## config.mk

```make
export PLATFORM = sky130hd
export DESIGN_NAME = triangle_primitive_assembly_top
export DESIGN_NICKNAME = d
export VERILOG_FILES = /design/src/hdl/tpa_pkg.sv /design/src/hdl/tpa_front.sv /design/src/hdl/tpa_queue.sv /design/src/hdl/tpa_back.sv /design/src/hdl/triangle_primitive_assembly_top.sv
export SDC_FILE = /design/constraint.sdc
export NUM_CORES = 1
export LEC_CHECK = 0
export BUFFER_PORTS_ARGS = -buffer_cell sky130_fd_sc_hd__buf_2
export CAP_MARGIN = 10
export CORE_ASPECT_RATIO = 1.5
export CORE_MARGIN = 3
export CORE_UTILIZATION = 60
export DETAILED_ROUTE_END_ITERATION = 6
export PLACE_DENSITY_LB_ADDON = 0.05
export SYNTH_ARGS = -nofsm -noshare
export SYNTH_HDL_FRONTEND = slang
export SYNTH_SLANG_ARGS = --single-unit
```

## constraint.sdc

```tcl
create_clock -name i_clk -period 11.5 [get_ports i_clk]
set_clock_uncertainty 0.2 [all_clocks]
set_input_delay 1.725 -clock i_clk [delete_from_list [all_inputs] [get_ports i_clk]]
set_output_delay 1.725 -clock i_clk [all_outputs]
set_load 0.005 [all_outputs]
```

## src/hdl/tpa_pkg.sv

```systemverilog
package tpa_pkg;

    localparam int unsigned VTX_W = 32;
    localparam int unsigned QUEUE_DEPTH = 2;
    localparam int unsigned QPTR_W = $clog2(QUEUE_DEPTH);
    localparam int unsigned QCNT_W = $clog2(QUEUE_DEPTH + 1);

    // topology codes
    localparam logic [1:0] TOPO_LIST = 2'd0;
    localparam logic [1:0] TOPO_STRIP = 2'd1;

    // index format codes
    localparam logic [1:0] FMT_IDX16 = 2'd0;
    localparam logic [1:0] FMT_IDX32 = 2'd1;
    localparam logic [1:0] FMT_NONE = 2'd2;

    // gathered vertex count codes
    localparam logic [1:0] GATHER_NONE = 2'd0;
    localparam logic [1:0] GATHER_ONE = 2'd1;
    localparam logic [1:0] GATHER_TWO = 2'd2;

    typedef enum logic [1:0] {
        CFG_TOPOLOGY     = 2'd0,
        CFG_INDEX_FORMAT = 2'd1,
        CFG_START_POS    = 2'd2,
        CFG_VERTEX_COUNT = 2'd3
    } t_cfg_reg;

    typedef struct packed {
        logic [1:0]       topology;
        logic [1:0]       index_format;
        logic [VTX_W-1:0] start_position;
        logic [VTX_W-1:0] vertex_count;
    } t_cfg;

    typedef struct packed {
        logic [VTX_W-1:0] corner_a;
        logic [VTX_W-1:0] corner_b;
        logic [VTX_W-1:0] corner_c;
        logic             range_error;
    } t_face;

    typedef struct packed {
        logic full;
        logic empty;
    } t_queue_status;

endpackage

```

## src/hdl/tpa_front.sv

```systemverilog
module tpa_front (
    input  logic                        i_clk,
    input  logic                        i_rst_n,
    input  tpa_pkg::t_cfg               i_cfg,
    input  logic                        i_accept,
    input  logic [tpa_pkg::VTX_W-1:0]   i_index_value,
    input  logic                        i_group_end,
    output logic                        o_push,
    output tpa_pkg::t_face              o_face
);

    logic [tpa_pkg::VTX_W-1:0] r_pos, n_pos;
    logic [tpa_pkg::VTX_W-1:0] r_held_first, n_held_first;
    logic [tpa_pkg::VTX_W-1:0] r_held_second, n_held_second;
    logic [1:0]                r_count, n_count;
    logic                      r_parity, n_parity;
    logic                      r_failed, n_failed;

    logic [tpa_pkg::VTX_W-1:0] vtx;
    logic                      active;
    logic                      emit;
    logic                      bad;

    always_comb begin
        case (i_cfg.index_format)
            tpa_pkg::FMT_IDX16: vtx = {16'd0, i_index_value[15:0]};
            tpa_pkg::FMT_IDX32: vtx = i_index_value;
            default:            vtx = r_pos;
        endcase
    end

    assign active = !r_failed && (r_pos >= i_cfg.start_position)
                    && ((i_cfg.topology == tpa_pkg::TOPO_LIST)
                        || (i_cfg.topology == tpa_pkg::TOPO_STRIP));
    assign emit = active && (r_count == tpa_pkg::GATHER_TWO);
    assign bad = (r_held_first >= i_cfg.vertex_count)
                 || (r_held_second >= i_cfg.vertex_count)
                 || (vtx >= i_cfg.vertex_count);

    assign o_push = i_accept && emit;
    assign o_face = '{corner_a: r_held_first, corner_b: r_held_second,
                      corner_c: vtx, range_error: bad};

    always_comb begin
        n_pos         = r_pos;
        n_held_first  = r_held_first;
        n_held_second = r_held_second;
        n_count       = r_count;
        n_parity      = r_parity;
        n_failed      = r_failed;
        if (i_accept) begin
            n_pos = r_pos + 32'd1;
            if (active) begin
                case (r_count)
                    tpa_pkg::GATHER_NONE: begin
                        n_held_first = vtx;
                        n_count      = tpa_pkg::GATHER_ONE;
                    end
                    tpa_pkg::GATHER_ONE: begin
                        n_held_second = vtx;
                        n_count       = tpa_pkg::GATHER_TWO;
                    end
                    default: begin
                        if (bad) n_failed = 1'b1;
                        if (i_cfg.topology == tpa_pkg::TOPO_LIST) begin
                            n_count = tpa_pkg::GATHER_NONE;
                        end else begin
                            if (!r_parity) n_held_first = vtx;
                            else           n_held_second = vtx;
                            n_parity = !r_parity;
                        end
                    end
                endcase
            end
            if (i_group_end) begin
                n_pos         = '0;
                n_held_first  = '0;
                n_held_second = '0;
                n_count       = tpa_pkg::GATHER_NONE;
                n_parity      = 1'b0;
                n_failed      = 1'b0;
            end
        end
    end

    always_ff @(posedge i_clk) begin
        if (!i_rst_n) begin
            r_pos         <= '0;
            r_held_first  <= '0;
            r_held_second <= '0;
            r_count       <= tpa_pkg::GATHER_NONE;
            r_parity      <= 1'b0;
            r_failed      <= 1'b0;
        end else begin
            r_pos         <= n_pos;
            r_held_first  <= n_held_first;
            r_held_second <= n_held_second;
            r_count       <= n_count;
            r_parity      <= n_parity;
            r_failed      <= n_failed;
        end
    end

endmodule

```

## src/hdl/tpa_queue.sv

```systemverilog
module tpa_queue (
    input  logic                  i_clk,
    input  logic                  i_rst_n,
    input  logic                  i_push,
    input  tpa_pkg::t_face        i_face,
    input  logic                  i_pop,
    output tpa_pkg::t_face        o_face,
    output tpa_pkg::t_queue_status o_status
);

    tpa_pkg::t_face                r_mem [tpa_pkg::QUEUE_DEPTH];
    logic [tpa_pkg::QPTR_W-1:0]    r_wr_ptr, n_wr_ptr;
    logic [tpa_pkg::QPTR_W-1:0]    r_rd_ptr, n_rd_ptr;
    logic [tpa_pkg::QCNT_W-1:0]    r_count, n_count;
    logic                          do_push;
    logic                          do_pop;

    assign o_status.full  = (r_count == tpa_pkg::QCNT_W'(tpa_pkg::QUEUE_DEPTH));
    assign o_status.empty = (r_count == '0);
    assign do_push = i_push && !o_status.full;
    assign do_pop  = i_pop && !o_status.empty;
    assign o_face  = r_mem[r_rd_ptr];

    always_comb begin
        n_wr_ptr = r_wr_ptr;
        n_rd_ptr = r_rd_ptr;
        n_count  = r_count;
        if (do_push) n_wr_ptr = (r_wr_ptr == tpa_pkg::QPTR_W'(tpa_pkg::QUEUE_DEPTH - 1))
                                ? '0 : r_wr_ptr + 1'b1;
        if (do_pop)  n_rd_ptr = (r_rd_ptr == tpa_pkg::QPTR_W'(tpa_pkg::QUEUE_DEPTH - 1))
                                ? '0 : r_rd_ptr + 1'b1;
        if (do_push && !do_pop)      n_count = r_count + 1'b1;
        else if (!do_push && do_pop) n_count = r_count - 1'b1;
    end

    always_ff @(posedge i_clk) begin
        if (do_push) r_mem[r_wr_ptr] <= i_face;
    end

    always_ff @(posedge i_clk) begin
        if (!i_rst_n) begin
            r_wr_ptr <= '0;
            r_rd_ptr <= '0;
            r_count  <= '0;
        end else begin
            r_wr_ptr <= n_wr_ptr;
            r_rd_ptr <= n_rd_ptr;
            r_count  <= n_count;
        end
    end

endmodule

```

## src/hdl/tpa_back.sv

```systemverilog
module tpa_back (
    input  logic                        i_clk,
    input  logic                        i_rst_n,
    input  tpa_pkg::t_face              i_face,
    input  logic                        i_empty,
    output logic                        o_pop,
    output logic                        o_valid,
    input  logic                        i_stall,
    output logic [tpa_pkg::VTX_W-1:0]   o_corner_a,
    output logic [tpa_pkg::VTX_W-1:0]   o_corner_b,
    output logic [tpa_pkg::VTX_W-1:0]   o_corner_c,
    output logic                        o_range_error
);

    logic           r_valid, n_valid;
    tpa_pkg::t_face r_face;
    logic           load;

    assign load  = !i_empty && (!r_valid || !i_stall);
    assign o_pop = load;

    always_comb begin
        n_valid = r_valid;
        if (load)          n_valid = 1'b1;
        else if (!i_stall) n_valid = 1'b0;
    end

    always_ff @(posedge i_clk) begin
        if (!i_rst_n) r_valid <= 1'b0;
        else          r_valid <= n_valid;
    end

    // error faces carry zero corners
    always_ff @(posedge i_clk) begin
        if (load) begin
            r_face.corner_a    <= i_face.range_error ? '0 : i_face.corner_a;
            r_face.corner_b    <= i_face.range_error ? '0 : i_face.corner_b;
            r_face.corner_c    <= i_face.range_error ? '0 : i_face.corner_c;
            r_face.range_error <= i_face.range_error;
        end
    end

    assign o_valid       = r_valid;
    assign o_corner_a    = r_face.corner_a;
    assign o_corner_b    = r_face.corner_b;
    assign o_corner_c    = r_face.corner_c;
    assign o_range_error = r_face.range_error;

endmodule

```

## src/hdl/triangle_primitive_assembly_top.sv

```systemverilog
// The face that an index completes is written into the face queue at the accepting edge,
// and is then loaded from the queue into the output register while the output is not stalled.
// Throughput: one index per cycle, sustained; the input stalls only when the
// two-entry face queue is full because the output side is stalled.
// Reset (i_rst_n low, synchronous): assembly state and queue cleared, registers
// return to list topology, 32-bit indices, start 0, vertex count 0.
module triangle_primitive_assembly_top (
    input  logic                        i_clk,
    input  logic                        i_rst_n,
    // configuration write request
    input  logic                        i_cfg_valid,
    output logic                        o_cfg_ready,
    input  logic [1:0]                  i_cfg_index,
    input  logic [tpa_pkg::VTX_W-1:0]   i_cfg_data,
    // index element request
    input  logic                        i_in_valid,
    output logic                        o_in_stall,
    input  logic [tpa_pkg::VTX_W-1:0]   i_index_value,
    input  logic                        i_group_end,
    // face request
    output logic                        o_out_valid,
    input  logic                        i_out_stall,
    output logic [tpa_pkg::VTX_W-1:0]   o_corner_a,
    output logic [tpa_pkg::VTX_W-1:0]   o_corner_b,
    output logic [tpa_pkg::VTX_W-1:0]   o_corner_c,
    output logic                        o_range_error
);

    tpa_pkg::t_cfg          r_cfg, n_cfg;
    tpa_pkg::t_face         front_face;
    tpa_pkg::t_face         queue_face;
    tpa_pkg::t_queue_status queue_status;
    logic                   in_accept;
    logic                   push;
    logic                   pop;

    // Registers are always writable; the host must write them only while nothing
    // is in flight. The block itself does not enforce this.
    assign o_cfg_ready = 1'b1;

    always_comb begin
        n_cfg = r_cfg;
        if (i_cfg_valid) begin
            case (tpa_pkg::t_cfg_reg'(i_cfg_index))
                tpa_pkg::CFG_TOPOLOGY:     n_cfg.topology       = i_cfg_data[1:0];
                tpa_pkg::CFG_INDEX_FORMAT: n_cfg.index_format   = i_cfg_data[1:0];
                tpa_pkg::CFG_START_POS:    n_cfg.start_position = i_cfg_data;
                tpa_pkg::CFG_VERTEX_COUNT: n_cfg.vertex_count   = i_cfg_data;
                default:                   n_cfg = r_cfg;
            endcase
        end
    end

    always_ff @(posedge i_clk) begin
        if (!i_rst_n) begin
            r_cfg.topology       <= tpa_pkg::TOPO_LIST;
            r_cfg.index_format   <= tpa_pkg::FMT_IDX32;
            r_cfg.start_position <= '0;
            r_cfg.vertex_count   <= '0;
        end else begin
            r_cfg <= n_cfg;
        end
    end

    // Stall is the queue-full flag, decoded from the registered entry count, so a
    // full-rate stream never waits while the output side keeps draining.
    assign o_in_stall = queue_status.full;
    assign in_accept  = i_in_valid && !queue_status.full;

    // Front: vertex fetch, skip window, list/strip gathering, range check.
    tpa_front u_front (
        .i_clk         (i_clk),
        .i_rst_n       (i_rst_n),
        .i_cfg         (r_cfg),
        .i_accept      (in_accept),
        .i_index_value (i_index_value),
        .i_group_end   (i_group_end),
        .o_push        (push),
        .o_face        (front_face)
    );

    // Short face queue decouples assembly from output backpressure.
    tpa_queue u_queue (
        .i_clk    (i_clk),
        .i_rst_n  (i_rst_n),
        .i_push   (push),
        .i_face   (front_face),
        .i_pop    (pop),
        .o_face   (queue_face),
        .o_status (queue_status)
    );

    // Back: output register, error faces zeroed.
    tpa_back u_back (
        .i_clk         (i_clk),
        .i_rst_n       (i_rst_n),
        .i_face        (queue_face),
        .i_empty       (queue_status.empty),
        .o_pop         (pop),
        .o_valid       (o_out_valid),
        .i_stall       (i_out_stall),
        .o_corner_a    (o_corner_a),
        .o_corner_b    (o_corner_b),
        .o_corner_c    (o_corner_c),
        .o_range_error (o_range_error)
    );

endmodule
```

==> After elaboration in Yosys (flattened, before gate mapping) <==
Memories as Yosys holds them, arrays and structs flattened. A register that Yosys moved wholly into a read port is not among the register bits.
Cells that the tools add are included.
{ "totals": {"ram_bits": 194, "register_bits": 270, "output_inout_bits": 100, "wordCells": 120, "mem_count": 1, "in_bits": 72} }
{ "mem_list": {"columns": ["name", "words", "width", "rd", "rd_ports_with_merged_regs", "write_ports", "line_no", "rtl"], "rows": [
  ["u_queue.r_mem", 2, 97, 1, 1, 1, "tpa_queue.sv:11", "tpa_pkg::t_face r_mem [tpa_pkg::QUEUE_DEPTH];"]
]} }
{ "classes": {"n_eq_ne": 16, "n_lt_le_gt_ge": 4, "addsub": 5, "muxes": 34, "reduce_logical": 42} }
{ "ops": {"columns": ["operator", "n"], "rows": [
  ["2-to-1 mux 32 bit", 9],
  ["case mux 32 bit (2 select lines)", 3],
  ["greater-or-equal comparator 32 bit", 4],
  ["adder 32 x 1 -> 32 bit, second input constant", 1],
  ["2-to-1 mux 1 bit", 16],
  ["logical AND 1 bit", 10],
  ["zero test 2 bit", 5],
  ["2-to-1 mux 2 bit", 5],
  ["AND reduction 5 bit", 2],
  ["!= test 3 bit, second input constant", 3],
  ["== test 2 x 1 -> 1 bit, second input constant", 4],
  ["== test 2 bit, second input constant", 4],
  ["zero test 1 bit", 8],
  ["AND reduction 2 bit", 4],
  ["AND reduction 4 bit", 2],
  ["!= test 2 bit, second input constant", 3],
  ["nonzero test 2 bit", 3],
  ["logical OR 1 bit", 4],
  ["!= test 2 x 1 -> 1 bit, second input constant", 2],
  ["case mux 2 bit (2 select lines)", 1],
  ["nonzero test 4 bit", 1],
  ["AND reduction 3 bit", 1],
  ["nonzero test 3 bit", 1],
  ["adder 1 bit, second input constant", 2],
  ["3 further kinds", 3]
]} }

==> Depth between registers and ports, before layout <==
{ "depth": {"word_depth": 10, "ltp_mapped": 13, "mapped_depth_nobuf": 12} }

==> Modules after synthesis <==
Synthesis repeated with hierarchy kept, for this count alone.
{ "hier_totals": {"hier_cells": 1658, "hier_area_um2": 20623.5} }
{ "by_module_without_submodules": {"columns": ["mod", "area_each_um2", "seq_area_each_um2", "n_inst", "cells_each"], "rows": [
  ["tpa_queue", 7350.8, 5925.7, 1, 327],
  ["tpa_front", 7036.7, 2001.9, 1, 862],
  ["tpa_back", 3627.2, 2932.8, 1, 207],
  ["triangle_primitive_assembly_top", 2608.8, 1361.3, 1, 262]
]} }

==> Least setup slack after synthesis <==
No wires, ideal clock.
{ "synth_path": {"path_kind": "input port to flip-flop", "from": "input i_in_valid", "to": "memory u_queue.r_mem[0][0] (netlist bit) (enable)", "stages": 6, "arrival_time_ns": 9.132, "setup_time_ns": 0.672, "setup_slack_ns": 1.496, "required_time_ns": 10.628, "path_buffers": 0, "cell_sequence": "inv_1 > nor2_2 > and3_1 > a21boi_0 > a31oi_1 > nor3_1"} }
{ "synth_via": {"elab_chain_cells": 5} }
{ "synth_rtl": {"columns": ["element", "line_no", "rtl"], "rows": [
  ["from (decl)", "triangle_primitive_assembly_top.sv:16", "input logic i_in_valid,"],
  ["logical AND 1 bit", "triangle_primitive_assembly_top.sv:68", "assign in_accept = i_in_valid && !queue_status.full;"],
  ["logical AND 1 bit", "tpa_front.sv:40", "assign o_push = i_accept && emit;"],
  ["logical AND 1 bit", "tpa_queue.sv:20", "assign do_push = i_push && !o_status.full;"],
  ["2-to-1 mux 1 bit", "tpa_queue.sv:37", "if (do_push) r_mem[r_wr_ptr] <= i_face;"],
  ["2-to-1 mux 1 bit (not written as such)", "tpa_queue.sv:37", null],
  ["to (decl)", "tpa_queue.sv:11", null]
]} }
No other way between the ends.

==> Worst setup path after layout <==
{ "layout_path": {"from": "input i_in_valid", "to": "memory u_queue.r_mem[1][5] (netlist bit) (enable)"} }
{ "layout_via": {"elab_chain_cells": 5} }
{ "layout_rtl": {"columns": ["element", "line_no", "rtl"], "rows": [
  ["logical AND 1 bit", "triangle_primitive_assembly_top.sv:68", null],
  ["logical AND 1 bit", "tpa_front.sv:40", null],
  ["logical AND 1 bit", "tpa_queue.sv:20", null],
  ["net u_queue.do_push", "tpa_queue.sv:15", "logic do_push;"],
  ["2-to-1 mux 1 bit", "tpa_queue.sv:37", null],
  ["2-to-1 mux 1 bit (not written as such)", "tpa_queue.sv:37", null]
]} }
The timed path passes the listed nets, and every way through them passes these cells.

==> reports/qor.txt <==
ys async rst share = 0
hold endpoint = r_cfg[63]
crit path launch type = input pin
DP Cell Count = 2223
max cap viols = 0
Worst Tran Pin Value = 1.032 ns
layout filler cell count = 2391
drt first pass iters = 5
gr busiest metal = met2
# DRC = 0
hold_sp = r_cfg[63]
CP Data Arrival Time = 4.55 ns
multiplexer share of the synthesized area = 0.07700
largest family of logic cells by synthesized area = simple AND/OR/NAND/NOR gates
worst-case clock buffer depth = 3
CTS root buffer = clkbuf_16
vias per inst = 5.729
post-synthesis simple-gate area fraction = 0.1133
Top Ports = 172
most frequent cells in the layout = edfxtp_1, nand2_1, dfxtp_1, buf_2, nor2_1
Slew Limit Headroom = 0.3118
Final Slew Violations = 0
Final setup viols = 0
H-tree levels = 2
Max Clock Freq = 218.4 MHz
Compound-Gate Fraction of Synth Area = 0.07825
Total GRT Usage = 0.2489
Buffers on Ports = 170
Pleak = 0.008617 uW
commonest non-fill, non-tap cell in the layout = edfxtp_1
met1 Usage GRT = 0.3344
Clock Power Share = 0.343
WS Path Type = in -> reg
row cnt = 81
period utilization = 0.3982
RR Startpoint = u_front.r_pos[30]
R2R cell count = 9
Die Wd = 155.2 um
Cell Area, Synth = 0.02004 sq mm
adder-cell share of the synthesized area = 0.08118
Crit Reg-Reg Endpoint = u_queue.r_mem[1][5]
synthesized net count = 1895
Period minus WS final = 4.579 ns
Main synth FF type = edfxtp_1
cts repair resizes = 0
pwr/cell area = 180.8 mW/mm^2
met2 Track Usage GR = 0.4167
total gr overflow = 0
register bit total from synthesis = 465
die area = 0.03567 sq mm
Clock transition at path regs = 0.06 ns
Num CTS Buffers = 43
met3 Use GR = 0.03577
Hold Vio Cnt, Final = 0
ANT cells = 0
EDFF count, synth = 291
outcome = finished, final reports clean
XOR/XNOR Fraction of Synth Area = 0.01093
sequential cell area = 0.01223 sq mm
Setup Total Neg Slack = 0 ns
Area Overhead vs Synth = 13.34%
Synth cell types = 62
Total Wirelength = 44550 um
Post-CTS Setup Inserts = 0
Comb power frac = 0.154
Post-Syn Area per Cell = 11.83 sq um
initial antenna violation count = 0
Post-DRT Antenna Nets = 0
critical-path cell list = buf_2, inv_1, nor2_2, and3_1, a21boi_0, a31oi_1, nor2_1, and2_4, buf_4
first-pass GRT wire length = 70710 um
Flop pwr share = 0.503
initial drt markers = 973
Sink Count = 465
Net Sw Frac = 0.2582
layout cell share with drive strength beyond 1 = 0.1552
wire length per cell = 19.34 um
clk_lat worst skew = 0.55 ns
critical path required time = 11.47 ns
post-detail-place hpwl = 31400 um
Final nets = 2056
worst hold path type = reg -> reg
initial core utilization = 0.6120
RSZ-0062 raised after global routing = false
r2r setup slk = 7.20 ns
DR vias = 13200
RePlAce Congestion = 0.9258
core area = 0.03274 sq mm
Synth Warn # = 0
largest net degree at the start of global routing = 93
Layout Cells excl Fill = 2303
Post-Synthesis Cells = 1693
CTS tree = done
Max IR drop VDD = 127.5 uV
Critical Path End Type = flop
slowest CP cell = buf_4
Int Pwr = 3046 uW
worst hold stages = 2
Die H = 229.8 um
largest fanout on the critical path = 64
vias in the first global route = 13320
area of the multi-input gates = 0.007268 sq mm
sw power = 1060 uW
# hold bufs at CTS = 0
max incr delay on CP = 0.75 ns
sequential share of the synthesized area = 0.6100
==> logic make-up after synthesis <==
family,count (synthesis)
mux,152
fa+ha+maj,130
simple gates,520
xor+xnor,25
flops,465
buf+inv,148
other cells,1
compound gates,252
==> power by group through the flow <==
stage	sequential, uW	combinational [uW]	clock, uW
finish	2060	633	1410
global route	2080	700	1500
CTS	2070	641	1430
detailed placement	2100	639	0
global placement	2090	623	0
floorplan	2110	358	0
==> registers in the layout, indices dropped and copies added (netlist names), 2 cells and up, named ones only <==
signal                 flops
r_cfg                     68
u_front.r_pos             32
u_queue.r_count            2
u_queue.r_mem            194
u_back.o_corner_c         32
u_front.r_count            2
u_back.o_corner_a         32
u_back.o_corner_b         32
u_front.r_held_second     32
u_front.r_held_first      32
==> synth_stat cells (2+ instances only) <==
cell type,count,area (sq um)
nor2b_1,5,31.28
buf_2,7,35.03
a2111oi_0,4,35.03
xor2_1,16,140.1
or3_1,13,81.33
nor4_1,2,12.51
nand3_1,13,65.06
buf_4,5,37.54
o21a_1,3,22.52
nor3b_1,2,15.01
nor2_2,2,12.51
a21oi_1,124,620.6
ha_1,130,1627
nand2_1,258,968.4
mux2_2,17,191.4
and4_1,4,35.03
o21ai_0,36,180.2
buf_1,5,18.77
nor3_1,9,45.04
a211oi_1,6,45.04
xnor2_1,9,78.83
o211ai_1,3,22.52
and2_1,5,31.28
a31oi_1,2,12.51
a21o_1,8,60.06
clkbuf_1,54,202.7
a22o_1,48,420.4
dfxtp_1,174,3483
a22oi_1,2,15.01
o22ai_1,4,25.02
edfxtp_1,291,8738
mux2i_1,135,1351
nand2b_1,6,37.54
and3_1,7,43.79
nand4_1,22,137.6
nor2_1,159,596.8
inv_1,77,289.0
o211a_1,2,20.02
==> through the flow <==
step	utilization	total power, uW	hold slack [ns]	setup slack, ns	area [sq um]
2_1_floorplan	-	2467	0.2363	1.496	20040
3_3_place_gp	0.6499	2716	0.2416	6.451	21280
3_5_place_dp	0.6499	2741	0.2469	6.348	21280
4_1_cts	0.6928	4141	0.2547	6.925	22680
5_1_grt	0.6937	4277	0.2674	6.771	22710
6_report	0.6937	4106	0.2539	6.921	22710
==> worst max-delay path: cells and delay by family <==
kind / cells / cell delay [ns]
AOI/OAI and AO/OA: 2 / 0.30
and+or+nand+nor: 4 / 1.48
buffers and inverters: 3 / 0.94
==> layout make-up <==
| cell class | count | share of cell area |
|---|---|---|
| clock buffers | 60 | 0.05466 |
| flip-flops and latches | 465 | 0.5384 |
| inverters | 77 | 0.01284 |
| clock inverters | 19 | 0.007218 |
| multi-input cells | 1080 | 0.3201 |
| well taps | 415 | 0.02287 |
| repair buffers | 187 | 0.04397 |
==> metal layers <==
metal,wire (um),part of all wire,vias up
met5,0,0,-
met4,1481,0.033,0
met3,2448,0.055,96
met2,21770,0.49,404
met1,18840,0.42,6323
li1,-,-,6372
==> worst max path at each step <==
stage	start	endpoint	slack, ns
after floorplan	i_in_valid	u_queue.r_mem[0][0]	1.50
after global placement	i_in_valid	u_queue.r_mem[1][4]	6.45
after detailed placement	i_in_valid	u_queue.r_mem[1][40]	6.35
after CTS	i_in_valid	u_queue.r_mem[1][5]	6.93
after global routing	i_in_valid	u_queue.r_mem[1][5]	6.77
final	i_in_valid	u_queue.r_mem[1][5]	6.92
No activity file was read; power rests on OpenSTA's default activity.
